`config.mk`:
```
export PLATFORM = sky130hd
export DESIGN_NAME = zone_speed_motion_controller_flat
export DESIGN_NICKNAME = d
export VERILOG_FILES = /design/src/rtl/core/zsmc_pkg.sv /design/src/rtl/core/zsmc_ifs.sv /design/src/rtl/core/zsmc_cfg.sv /design/src/rtl/core/zsmc_step.sv /design/src/rtl/core/zone_speed_motion_controller.sv /design/src/flat_wrapper.sv
export SDC_FILE = /design/constraint.sdc
export NUM_CORES = 1
export LEC_CHECK = 0
export ABC_AREA = 1
export BUFFER_PORTS_ARGS = -buffer_cell sky130_fd_sc_hd__buf_4
export CORE_UTILIZATION = 60
export DETAILED_ROUTE_END_ITERATION = 10
export PLACE_DENSITY_LB_ADDON = 0.08
export SLEW_MARGIN = 5
export SYNTH_ARGS = -nofsm -noshare
export SYNTH_HDL_FRONTEND = slang
export SYNTH_SLANG_ARGS = --single-unit
```
`constraint.sdc`:
```
create_clock -name clk -period 3.66 [get_ports clk]
set_input_delay 0.183 -clock clk [delete_from_list [all_inputs] [get_ports clk]]
set_output_delay 0.183 -clock clk [all_outputs]
set_load 0.02 [all_outputs]
```
`src/rtl/core/zsmc_pkg.sv`:
```
// Package with the shared types, codes and constants of the zone speed motion controller.
package zsmc_pkg;

  localparam int SpeedW   = 16;
  localparam int CountW   = 16;
  localparam int CfgIdxW  = 3;
  localparam int CfgDataW = 16;

  // Operation codes of an input transaction.
  typedef enum logic [2:0] {
    OP_TICK      = 3'd0,
    OP_AUTO      = 3'd1,
    OP_MANUAL    = 3'd2,
    OP_HOMING    = 3'd3,
    OP_SOFT_STOP = 3'd4,
    OP_STOP      = 3'd5
  } op_t;

  // Drive command codes of a result transaction.
  typedef enum logic [2:0] {
    CMD_NONE  = 3'd0,
    CMD_START = 3'd1,
    CMD_SPEED = 3'd2,
    CMD_STOP  = 3'd3,
    CMD_ESTOP = 3'd4
  } cmd_t;

  typedef enum logic [1:0] {
    DIR_NONE  = 2'd0,
    DIR_OPEN  = 2'd1,
    DIR_CLOSE = 2'd2
  } dir_t;

  typedef enum logic [1:0] {
    ZONE_UNKNOWN    = 2'd0,
    ZONE_OPEN_SLOW  = 2'd1,
    ZONE_MAIN       = 2'd2,
    ZONE_CLOSE_SLOW = 2'd3
  } zone_t;

  // Configuration register indexes.
  typedef enum logic [CfgIdxW-1:0] {
    REG_SLOW_SPEED     = 3'd0,
    REG_FAST_SPEED     = 3'd1,
    REG_MANUAL_SPEED   = 3'd2,
    REG_HOMING_SPEED   = 3'd3,
    REG_ENTRY_DELAY    = 3'd4,
    REG_ZONE_SWITCHES  = 3'd5
  } reg_idx_t;

  typedef struct packed {
    logic [SpeedW-1:0] slow_speed;
    logic [SpeedW-1:0] fast_speed;
    logic [SpeedW-1:0] manual_speed;
    logic [SpeedW-1:0] homing_speed;
    logic [CountW-1:0] entry_delay_ms;
    logic              zone_switches_present;
  } cfg_t;

  localparam cfg_t CfgReset = '{
    slow_speed:            16'd300,
    fast_speed:            16'd1500,
    manual_speed:          16'd800,
    homing_speed:          16'd300,
    entry_delay_ms:        16'd500,
    zone_switches_present: 1'b1
  };

  typedef struct packed {
    logic [2:0] operation;
    logic [1:0] direction;
    logic [1:0] zone;
    logic       approach_slowdown;
    logic       emergency;
    logic       driver_accepts;
  } item_t;

  typedef struct packed {
    logic [2:0]        drive_command;
    logic [1:0]        drive_direction;
    logic [SpeedW-1:0] drive_speed;
    logic              accepted;
    logic              auto_active;
    logic              slow_active;
  } result_t;

  typedef struct packed {
    dir_t              move_direction;
    zone_t             last_zone;
    logic              auto_move_flag;
    logic              slow_flag;
    logic [CountW-1:0] ms_count;
  } state_t;

  localparam state_t StateReset = '{
    move_direction: DIR_NONE,
    last_zone:      ZONE_UNKNOWN,
    auto_move_flag: 1'b0,
    slow_flag:      1'b0,
    ms_count:       '0
  };

endpackage

```
`src/rtl/core/zsmc_ifs.sv`:
```
// Channel interfaces of the zone speed motion controller: items, results and configuration.
interface zsmc_item_if;
  logic       valid;
  logic       ready;
  logic [2:0] operation;
  logic [1:0] direction;
  logic [1:0] zone;
  logic       approach_slowdown;
  logic       emergency;
  logic       driver_accepts;

  modport source (output valid, operation, direction, zone, approach_slowdown, emergency,
                  driver_accepts, input ready);
  modport sink   (input valid, operation, direction, zone, approach_slowdown, emergency,
                  driver_accepts, output ready);
endinterface

interface zsmc_result_if;
  logic        valid;
  logic        ready;
  logic [2:0]  drive_command;
  logic [1:0]  drive_direction;
  logic [15:0] drive_speed;
  logic        accepted;
  logic        auto_active;
  logic        slow_active;

  modport source (output valid, drive_command, drive_direction, drive_speed, accepted,
                  auto_active, slow_active, input ready);
  modport sink   (input valid, drive_command, drive_direction, drive_speed, accepted,
                  auto_active, slow_active, output ready);
endinterface

interface zsmc_cfg_if;
  logic        valid;
  logic        ready;
  logic [2:0]  index;
  logic [15:0] data;

  modport source (output valid, index, data, input ready);
  modport sink   (input valid, index, data, output ready);
endinterface

```
`src/rtl/core/zsmc_cfg.sv`:
```
// Configuration register file of the zone speed motion controller.
module zsmc_cfg
  import zsmc_pkg::*;
(
  input  logic       clk,
  input  logic       rst,
  zsmc_cfg_if.sink   cfg,
  output cfg_t       regs
);

  // Writes are taken in every cycle.
  assign cfg.ready = 1'b1;

  // Register writes; indexes beyond the list are ignored.
  always_ff @(posedge clk) begin
    if (rst) begin
      regs <= CfgReset;
    end else if (cfg.valid && cfg.ready) begin
      case (reg_idx_t'(cfg.index))
        REG_SLOW_SPEED:    regs.slow_speed            <= cfg.data;
        REG_FAST_SPEED:    regs.fast_speed            <= cfg.data;
        REG_MANUAL_SPEED:  regs.manual_speed          <= cfg.data;
        REG_HOMING_SPEED:  regs.homing_speed          <= cfg.data;
        REG_ENTRY_DELAY:   regs.entry_delay_ms        <= cfg.data;
        REG_ZONE_SWITCHES: regs.zone_switches_present <= cfg.data[0];
        default: ;
      endcase
    end
  end

endmodule

```
`src/rtl/core/zsmc_step.sv`:
```
// Per-transaction decision logic: next controller state and the drive command to issue.
module zsmc_step
  import zsmc_pkg::*;
(
  input  cfg_t    regs,
  input  state_t  state,
  input  item_t   item,
  output state_t  state_next,
  output result_t res
);

  // Slow speed is wanted in an unknown zone, in the slow zone of the travel direction,
  // or always when the zone switches are absent.
  function automatic logic wants_slow(zone_t zone, dir_t dir, logic present);
    logic slow;
    slow = !present || (zone == ZONE_UNKNOWN) ||
           (zone == ZONE_OPEN_SLOW && dir == DIR_OPEN) ||
           (zone == ZONE_CLOSE_SLOW && dir == DIR_CLOSE);
    return slow;
  endfunction

  always_comb begin
    dir_t              dir;
    zone_t             zone;
    logic              want;
    logic              slow;
    logic [CountW-1:0] count_inc;

    // A direction code outside the list counts as none.
    case (item.direction)
      DIR_OPEN:  dir = DIR_OPEN;
      DIR_CLOSE: dir = DIR_CLOSE;
      default:   dir = DIR_NONE;
    endcase
    zone      = zone_t'(item.zone);
    count_inc = (state.ms_count == '1) ? state.ms_count : state.ms_count + 1'b1;
    want      = 1'b0;
    slow      = wants_slow(zone, dir, regs.zone_switches_present);

    state_next = state;
    res        = '0;

    case (op_t'(item.operation))
      OP_TICK: begin
        state_next.ms_count = count_inc;
        if (state.auto_move_flag) begin
          // A new zone restarts the entry delay.
          if (zone != state.last_zone) begin
            state_next.last_zone = zone;
            state_next.ms_count  = '0;
          end
          want = wants_slow(state_next.last_zone, state.move_direction,
                            regs.zone_switches_present) || item.approach_slowdown;
          if (want && !state.slow_flag) begin
            if (item.approach_slowdown || state_next.ms_count >= regs.entry_delay_ms) begin
              res.drive_command    = CMD_SPEED;
              res.drive_speed      = regs.slow_speed;
              state_next.slow_flag = 1'b1;
            end
          end else if (!want && state.slow_flag) begin
            res.drive_command    = CMD_SPEED;
            res.drive_speed      = regs.fast_speed;
            state_next.slow_flag = 1'b0;
          end
        end
      end
      OP_AUTO: begin
        res.drive_command   = CMD_START;
        res.drive_direction = dir;
        res.drive_speed     = slow ? regs.slow_speed : regs.fast_speed;
        res.accepted        = item.driver_accepts;
        if (item.driver_accepts) begin
          state_next.move_direction = dir;
          state_next.last_zone      = zone;
          state_next.auto_move_flag = 1'b1;
          state_next.slow_flag      = slow;
          state_next.ms_count       = '0;
        end
      end
      OP_MANUAL, OP_HOMING: begin
        res.drive_command   = CMD_START;
        res.drive_direction = dir;
        res.drive_speed     = (op_t'(item.operation) == OP_MANUAL) ? regs.manual_speed
                                                                    : regs.homing_speed;
        res.accepted        = item.driver_accepts;
        if (item.driver_accepts) begin
          state_next.move_direction = dir;
          state_next.auto_move_flag = 1'b0;
          state_next.slow_flag      = 1'b0;
        end
      end
      OP_SOFT_STOP: begin
        res.drive_command = CMD_SPEED;
        res.drive_speed   = regs.slow_speed;
      end
      OP_STOP: begin
        res.drive_command         = item.emergency ? CMD_ESTOP : CMD_STOP;
        res.accepted              = item.driver_accepts;
        state_next.move_direction = DIR_NONE;
        state_next.auto_move_flag = 1'b0;
        state_next.slow_flag      = 1'b0;
      end
      default: ;
    endcase

    res.auto_active = state_next.auto_move_flag;
    res.slow_active = state_next.slow_flag;
  end

endmodule

```
`src/rtl/core/zone_speed_motion_controller.sv`:
```
// Top level of the zone speed motion controller: input register, decision logic, result register.
// The block takes one transaction per clock cycle while the result side keeps up, and returns
// exactly one result transaction for each; a transaction passes through the input register and
// then the result register. The combinational decision logic between them updates the
// controller state as the transaction moves into the result register, so consecutive
// transactions see each other's effect with no gap. A stalled result holds its register and the
// input register still takes one more transaction. The configuration port is always ready, and
// its writes take effect on the next cycle.
module zone_speed_motion_controller
  import zsmc_pkg::*;
(
  input  logic          clk,
  input  logic          rst,
  zsmc_item_if.sink     item,
  zsmc_result_if.source result,
  zsmc_cfg_if.sink      cfg
);

  cfg_t    regs;
  logic    in_valid;
  item_t   in_item;
  logic    out_valid;
  result_t out_res;
  state_t  state;
  state_t  state_next;
  result_t res;
  logic    advance;

  zsmc_cfg u_cfg (
    .clk  (clk),
    .rst  (rst),
    .cfg  (cfg),
    .regs (regs)
  );

  zsmc_step u_step (
    .regs       (regs),
    .state      (state),
    .item       (in_item),
    .state_next (state_next),
    .res        (res)
  );

  // The held transaction moves on when the result register is empty or being emptied.
  assign advance    = in_valid && (!out_valid || result.ready);
  assign item.ready = !in_valid || advance;

  // Input register.
  always_ff @(posedge clk) begin
    if (rst) begin
      in_valid <= 1'b0;
    end else if (item.ready) begin
      in_valid <= item.valid;
    end
  end

  always_ff @(posedge clk) begin
    if (item.valid && item.ready) begin
      in_item <= '{operation:         item.operation,
                   direction:         item.direction,
                   zone:              item.zone,
                   approach_slowdown: item.approach_slowdown,
                   emergency:         item.emergency,
                   driver_accepts:    item.driver_accepts};
    end
  end

  // Controller state follows each transaction as it is decided.
  always_ff @(posedge clk) begin
    if (rst) begin
      state <= StateReset;
    end else if (advance) begin
      state <= state_next;
    end
  end

  // Result register.
  always_ff @(posedge clk) begin
    if (rst) begin
      out_valid <= 1'b0;
    end else if (advance) begin
      out_valid <= 1'b1;
    end else if (result.ready) begin
      out_valid <= 1'b0;
    end
  end

  always_ff @(posedge clk) begin
    if (advance) begin
      out_res <= res;
    end
  end

  assign result.valid           = out_valid;
  assign result.drive_command   = out_res.drive_command;
  assign result.drive_direction = out_res.drive_direction;
  assign result.drive_speed     = out_res.drive_speed;
  assign result.accepted        = out_res.accepted;
  assign result.auto_active     = out_res.auto_active;
  assign result.slow_active     = out_res.slow_active;

`ifndef NO_ASSERTIONS
  // Slow speed is only ever applied during an automatic move.
  a_slow_needs_auto: assert property (@(posedge clk) disable iff (rst)
    state.slow_flag |-> state.auto_move_flag)
    else $error("slow flag set without an automatic move");

  // A result with no command carries no direction, speed or acceptance.
  a_none_is_empty: assert property (@(posedge clk) disable iff (rst)
    out_valid && (out_res.drive_command == CMD_NONE) |->
      (out_res.drive_speed == '0) && (out_res.drive_direction == DIR_NONE) &&
      !out_res.accepted)
    else $error("empty command carries payload");

  // Controller state changes only when a transaction is decided.
  a_state_holds: assert property (@(posedge clk) disable iff (rst)
    !advance |=> $stable(state))
    else $error("state changed without a transaction");

  // Reported flags agree with each other.
  a_flags_agree: assert property (@(posedge clk) disable iff (rst)
    out_valid && out_res.slow_active |-> out_res.auto_active)
    else $error("slow reported without automatic move");
`endif

endmodule
```
`src/flat_wrapper.sv`:
```
// flat-port wrapper written by rule: the top's interface ports become plain ports
module zone_speed_motion_controller_flat import zsmc_pkg::*;
  (clk, rst, item_valid, item_operation, item_direction, item_zone, item_approach_slowdown, item_emergency, item_driver_accepts, item_ready, result_valid, result_drive_command, result_drive_direction, result_drive_speed, result_accepted, result_auto_active, result_slow_active, result_ready, cfg_valid, cfg_index, cfg_data, cfg_ready);
  zsmc_item_if item_i ();
  zsmc_result_if result_i ();
  zsmc_cfg_if cfg_i ();
  input  logic clk;
  input  logic rst;
  input wire logic [$bits(item_i.valid)-1:0] item_valid;
  input wire logic [$bits(item_i.operation)-1:0] item_operation;
  input wire logic [$bits(item_i.direction)-1:0] item_direction;
  input wire logic [$bits(item_i.zone)-1:0] item_zone;
  input wire logic [$bits(item_i.approach_slowdown)-1:0] item_approach_slowdown;
  input wire logic [$bits(item_i.emergency)-1:0] item_emergency;
  input wire logic [$bits(item_i.driver_accepts)-1:0] item_driver_accepts;
  output wire logic [$bits(item_i.ready)-1:0] item_ready;
  output wire logic [$bits(result_i.valid)-1:0] result_valid;
  output wire logic [$bits(result_i.drive_command)-1:0] result_drive_command;
  output wire logic [$bits(result_i.drive_direction)-1:0] result_drive_direction;
  output wire logic [$bits(result_i.drive_speed)-1:0] result_drive_speed;
  output wire logic [$bits(result_i.accepted)-1:0] result_accepted;
  output wire logic [$bits(result_i.auto_active)-1:0] result_auto_active;
  output wire logic [$bits(result_i.slow_active)-1:0] result_slow_active;
  input wire logic [$bits(result_i.ready)-1:0] result_ready;
  input wire logic [$bits(cfg_i.valid)-1:0] cfg_valid;
  input wire logic [$bits(cfg_i.index)-1:0] cfg_index;
  input wire logic [$bits(cfg_i.data)-1:0] cfg_data;
  output wire logic [$bits(cfg_i.ready)-1:0] cfg_ready;
  assign item_i.valid = item_valid;
  assign item_i.operation = item_operation;
  assign item_i.direction = item_direction;
  assign item_i.zone = item_zone;
  assign item_i.approach_slowdown = item_approach_slowdown;
  assign item_i.emergency = item_emergency;
  assign item_i.driver_accepts = item_driver_accepts;
  assign item_ready = item_i.ready;
  assign result_valid = result_i.valid;
  assign result_drive_command = result_i.drive_command;
  assign result_drive_direction = result_i.drive_direction;
  assign result_drive_speed = result_i.drive_speed;
  assign result_accepted = result_i.accepted;
  assign result_auto_active = result_i.auto_active;
  assign result_slow_active = result_i.slow_active;
  assign result_i.ready = result_ready;
  assign cfg_i.valid = cfg_valid;
  assign cfg_i.index = cfg_index;
  assign cfg_i.data = cfg_data;
  assign cfg_ready = cfg_i.ready;
  zone_speed_motion_controller u_core (.clk(clk), .rst(rst), .item(item_i), .result(result_i), .cfg(cfg_i));
endmodule
```
== Word level (Yosys, flattened, before mapping) ==
Cells that the tools add are included.
Widths: inputs -> output; s select.
Operators by class
  reduce and logical (&&, ||, !) cells: 42
  mux-type cells: 36
  $lt $le $gt $ge: 1
  equal/unequal tests: 25
  $add $sub $neg: 1
Operators with widths (number)
  $mux 16: 10
  $pmux 16 s4: 1
  $pmux 16 s2: 1
  $mux 22: 1
  $mux 17: 1
  $add 16x1->16 const B: 1
  $eq 16x16->1 const B: 1
  $ge 16x16->1: 1
  $mux 2: 8
  $eq 3x2->1 const B: 4
  $eq 3x3->1 const B: 4
  $pmux 3 s4: 1
  $reduce_and 2->1: 6
  $eq 2x1->1 const B: 5
  $eq 2x2->1 const B: 5
  $logic_or 1x1->1: 10
  $mux 3: 3
  $logic_and 1x1->1: 8
  $pmux 2 s2: 2
  $reduce_and 4->1: 2
  $eq 3x1->1 const B: 2
  $logic_not 3->1: 2
  $ne 2x1->1 const B: 3
  $pmux 2 s3: 1
  other kinds (12): 22
Storage, ports and cells
  bits in registers: 139
  output and inout port bits: 27
  logic and storage cells: 130

== Depth between registers and ports, before layout ==
  depth in word-level cells: 15
  depth in mapped cells: 23
  depth with buffers taken out: 22

== Cells and area by module ==
From an unflattened synthesis, not the netlist that was laid out.
Unflattened totals
  cell total of the unflattened synthesis: 1187
  area, all modules: 8120.3 um^2
By module, submodules not included
  zsmc_cfg: instances 1, seq. area each 1621.6 um^2, cells each 448, area each 3186.8 um^2
  zsmc_step: instances 1, seq. area each 0.0 um^2, cells each 549, area each 2727.6 um^2
  zone_speed_motion_controller: instances 1, seq. area each 1501.4 um^2, cells each 190, area each 2205.9 um^2

== Least setup slack after synthesis ==
No wires, ideal clock.
  path type: register to register
  start: register, netlist name u_core.state[1]
  end: register u_core.out_res, in the netlist u_core.result.drive_speed[10] (data pin)
  arrival: 2.434 ns
  slack: 0.961 ns
  cell stages (with the launch flop): 22
  period minus slack after synthesis: 2.699 ns
  required time: 3.395 ns
  path through: dfxtp_1 > ha_1 > nand2_1 > nor2_1 > nand2_1 > nor2_2 > inv_2 > buf_2 > o21ai_0 > nor2_1 > ha_1 > nand2_1 > nand2_1 > nand2_1 > nand2_1 > nand2_1 > nand2_1 > nand2_1 > nand2_2 > buf_6 > nand4_1 > nand4_1
RTL lines
  end signal, assigned: RTL line zone_speed_motion_controller.sv:90  | out_res <= res;
  end, declared: RTL line zone_speed_motion_controller.sv:23  | result_t out_res;

==> run metrics <==
status=finished, final reports clean; part of the Yosys area used for sequential elements=0.4525; Setup crit end kind=flip-flop; GPL Wtd Cong=0.8703; Setup-failing EPs final=0; Pleak=3.373 nW; CTS tree=done; FMAX=314.0 MHz; Tot GR Track Use=0.3149; Inserted Clock Buffers=17; Fin Hold WS=0.03058 ns; Worst setup SP type=flip-flop; IO Port Bufs=59; Worst Hold Launch=cfg_data[13]; final instance count without filler cells=1,128; Worst Setup SP=u_core.state[1]; Synth async-reset ratio=0; first-pass GRT wire length=28,640 um; DR vias=6,561; max incr delay on CP=0.40 ns; row count=38; Crit Path Class=reg2reg; class of the worst hold path=in2reg; vias in the first global route=5,997; clk slew on worst S/H paths=0.06 ns; Reg-to-Reg Start=u_core.state[1]; DRC Markers=0; ys flop type=dfxtp_1; initial antenna violation count=0; H-tree level count=4; Ant. Diodes=0; Inst Count DP=1,086; CP arrival=3.37 ns; synthesized flop and latch total=139; TNS Setup=0 ns; Clk Latency, worst-skew pair=0.42 ns; Final WS setup=0.4749 ns; Reg2Reg Setup Slack=0.47 ns; max_slew headroom=0.2011; Die W=109.3 um; RSZ-0062 raised after global routing=no; drt pass-1 iters=5; Core ar.=11,030 um2; Final Slew Violations=0; share of cells above drive strength 1=0.1215; clk sinks=139; PD cells=452.0 nW/um2; Req. time, crit path=3.84 ns; GRT overflow=0; crit path time final=3.185 ns; pre-CTS setup slack=0.4499 ns; cell mode on critical path=nand2_1; ratio of final minimum period to clock period=0.8703; crit-path max FO=21; clk root buf=clkbuf_16; synthesized area per cell=7.437 um2; CP cell instances=ha_1 -> nand2_1 -> nor2_1 -> nand2_1 -> nor2_2 -> inv_2 -> o21ai_0 -> inv_1 -> nor2_1 -> ha_1 -> a21oi_1 -> nand2_1 -> nand2_1 -> nand2_1 -> nand2_1 -> nand2_4 -> nand3_1 -> nand2_1 -> nand2_1 -> inv_1; final hold violations=0; mapped cell area=6902 um2; cells after synthesis=928; crit path max-delay cell type=dfxtp_1; CTS Buffer Depth=2; drt initial violations=580; Worst Clk Skew=0.006360 ns; Syn-to-layout area delta=15.77%; Peak supply drop=0.3024 mV; Initial Utilization=0.6257; largest net degree at the start of global routing=82; max cap viols=0; Final nets=1,026; number of routed nets with antenna violations=0; library cells used by synthesis=36; die area=11,940 um2; Worst-Margin Slew=1.195 ns; Post-synth EDFFs=34; DP HPWL=12,150 um; I/O pins=61; routed len/inst=16.02 um; Routed WL=18,070 um; YS warnings=0; drt via density=5.816; DIE HEIGHT=109.3 um; # Post-CTS Setup Buffers=0; Syn Nets=979
cell usage in the layout, fill, tap and decap left out, types with 3 or more instances in the layout:
cell type | Yosys | final
nand2_1 | 163 | 163
o21ai_0 | 118 | 118
inv_1 | 107 | 106
a21oi_1 | 106 | 106
dfxtp_1 | 105 | 105
nor2_1 | 93 | 93
buf_4 | 1 | 65
nand3_1 | 42 | 42
edfxtp_1 | 34 | 34
nand4_1 | 32 | 32
ha_1 | 17 | 17
clkbuf_16 | 0 | 17
o211ai_1 | 11 | 11
dlygate4sd3_1 | 0 | 10
nand3b_1 | 8 | 8
nor2_2 | 6 | 6
xor2_1 | 6 | 6
inv_2 | 4 | 4
nand2_2 | 5 | 4
o22ai_1 | 4 | 4
inv_6 | 0 | 4
clkinv_4 | 0 | 3
clkinv_2 | 0 | 3
power breakdown:
| part | total, mW | internal [mW] | switching [mW] |
|---|---|---|---|
| Clock | 1.58 | 0.877 | 0.706 |
| Combinational | 0.360 | 0.117 | 0.243 |
| Sequential | 1.67 | 1.64 | 0.0326 |
layer usage:
| layer | global-route usage | vias to the layer above | wire length [um] |
|---|---|---|---|
| li1 | - | 3192 | - |
| met1 | 0.4226 | 3020 | 7875 |
| met2 | 0.4991 | 317 | 8368 |
| met3 | 0.06037 | 32 | 1503 |
| met4 | 0.1257 | 0 | 324 |
| met5 | 0 | - | 0 |
flip-flops by register name, summed over array words and instances, names as in the netlist:
name,flops
u_core.in_item,10
u_core.in_valid,1
u_core.result.accepted,1
u_core.result.auto_active,1
u_core.result.drive_command,3
u_core.result.drive_direction,2
u_core.result.drive_speed,16
u_core.result.slow_active,1
u_core.result.valid,1
u_core.state,22
u_core.u_cfg.regs,81
cell families after synthesis:
kind of cell | synth area share
simple gates | 0.2284
flops | 0.4525
buf+inv | 0.09228
other cells | 0.0005434
xor+xnor | 0.008883
compound gates | 0.1866
fa+ha+maj | 0.03082
area by class of cell:
| cell class | count | area (um2) |
|---|---|---|
| Multi-Input combinational cell | 631 | 3147 |
| Sequential cell | 139 | 3123 |
| Fill cell | 892 | 3040 |
| Timing Repair Buffer | 75 | 588.1 |
| Clock buffer | 17 | 425.4 |
| Inverter | 111 | 416.7 |
| Tap cell | 140 | 175.2 |
| Clock inverter | 15 | 115.1 |
cell usage after synthesis (3+ instances only):
master	number	area share
a21oi_1	106	0.077
nand4_1	32	0.029
nor2_2	6	0.0054
o22ai_1	4	0.0036
xor2_1	6	0.0076
nand2_1	163	0.089
clkbuf_1	29	0.016
nor2_1	93	0.051
inv_1	107	0.058
o211ai_1	11	0.012
nand3b_1	8	0.0087
o21ai_0	118	0.086
nand3_1	42	0.030
edfxtp_1	34	0.15
buf_2	14	0.010
inv_2	4	0.0022
nand2_2	5	0.0045
dfxtp_1	105	0.30
ha_1	17	0.031
buf_6	3	0.0049
metrics by stage:
| step | cell area (um2) | total power, mW | util |
|---|---|---|---|
| finish | 7990 | 3.611 | 0.7244 |
| CTS | 7985 | 3.601 | 0.7239 |
| global route | 7990 | 3.723 | 0.7244 |
| floorplan | 6902 | 1.916 | - |
| global placement | 7345 | 2.027 | 0.6658 |
| detailed placement | 7345 | 2.041 | 0.6658 |
what timing repair did:
item	in CTS	in global routing
hold buffers	10	0
endpoints found under the hold margin	10	0
gates resized for setup	0	1
endpoints found under the setup margin	0	1
final timing paths:
kind	end	cells after the start
worst max register to register	u_core.result.slow_active	20
worst min register to register	u_core.u_cfg.regs[29]	2
worst min-delay path	u_core.u_cfg.regs[62]	3
worst max-delay path	u_core.result.slow_active	20
worst max-delay path, delay by kind of cell, from the launching register on:
| family | cells | cell delay (ns) |
|---|---|---|
| fa+ha+maj | 2 | 0.51 |
| buf+inv | 3 | 0.32 |
| simple gates | 13 | 1.39 |
| flops | 1 | 0.40 |
| compound gates | 2 | 0.31 |
Power figures use the tool's default switching activity.
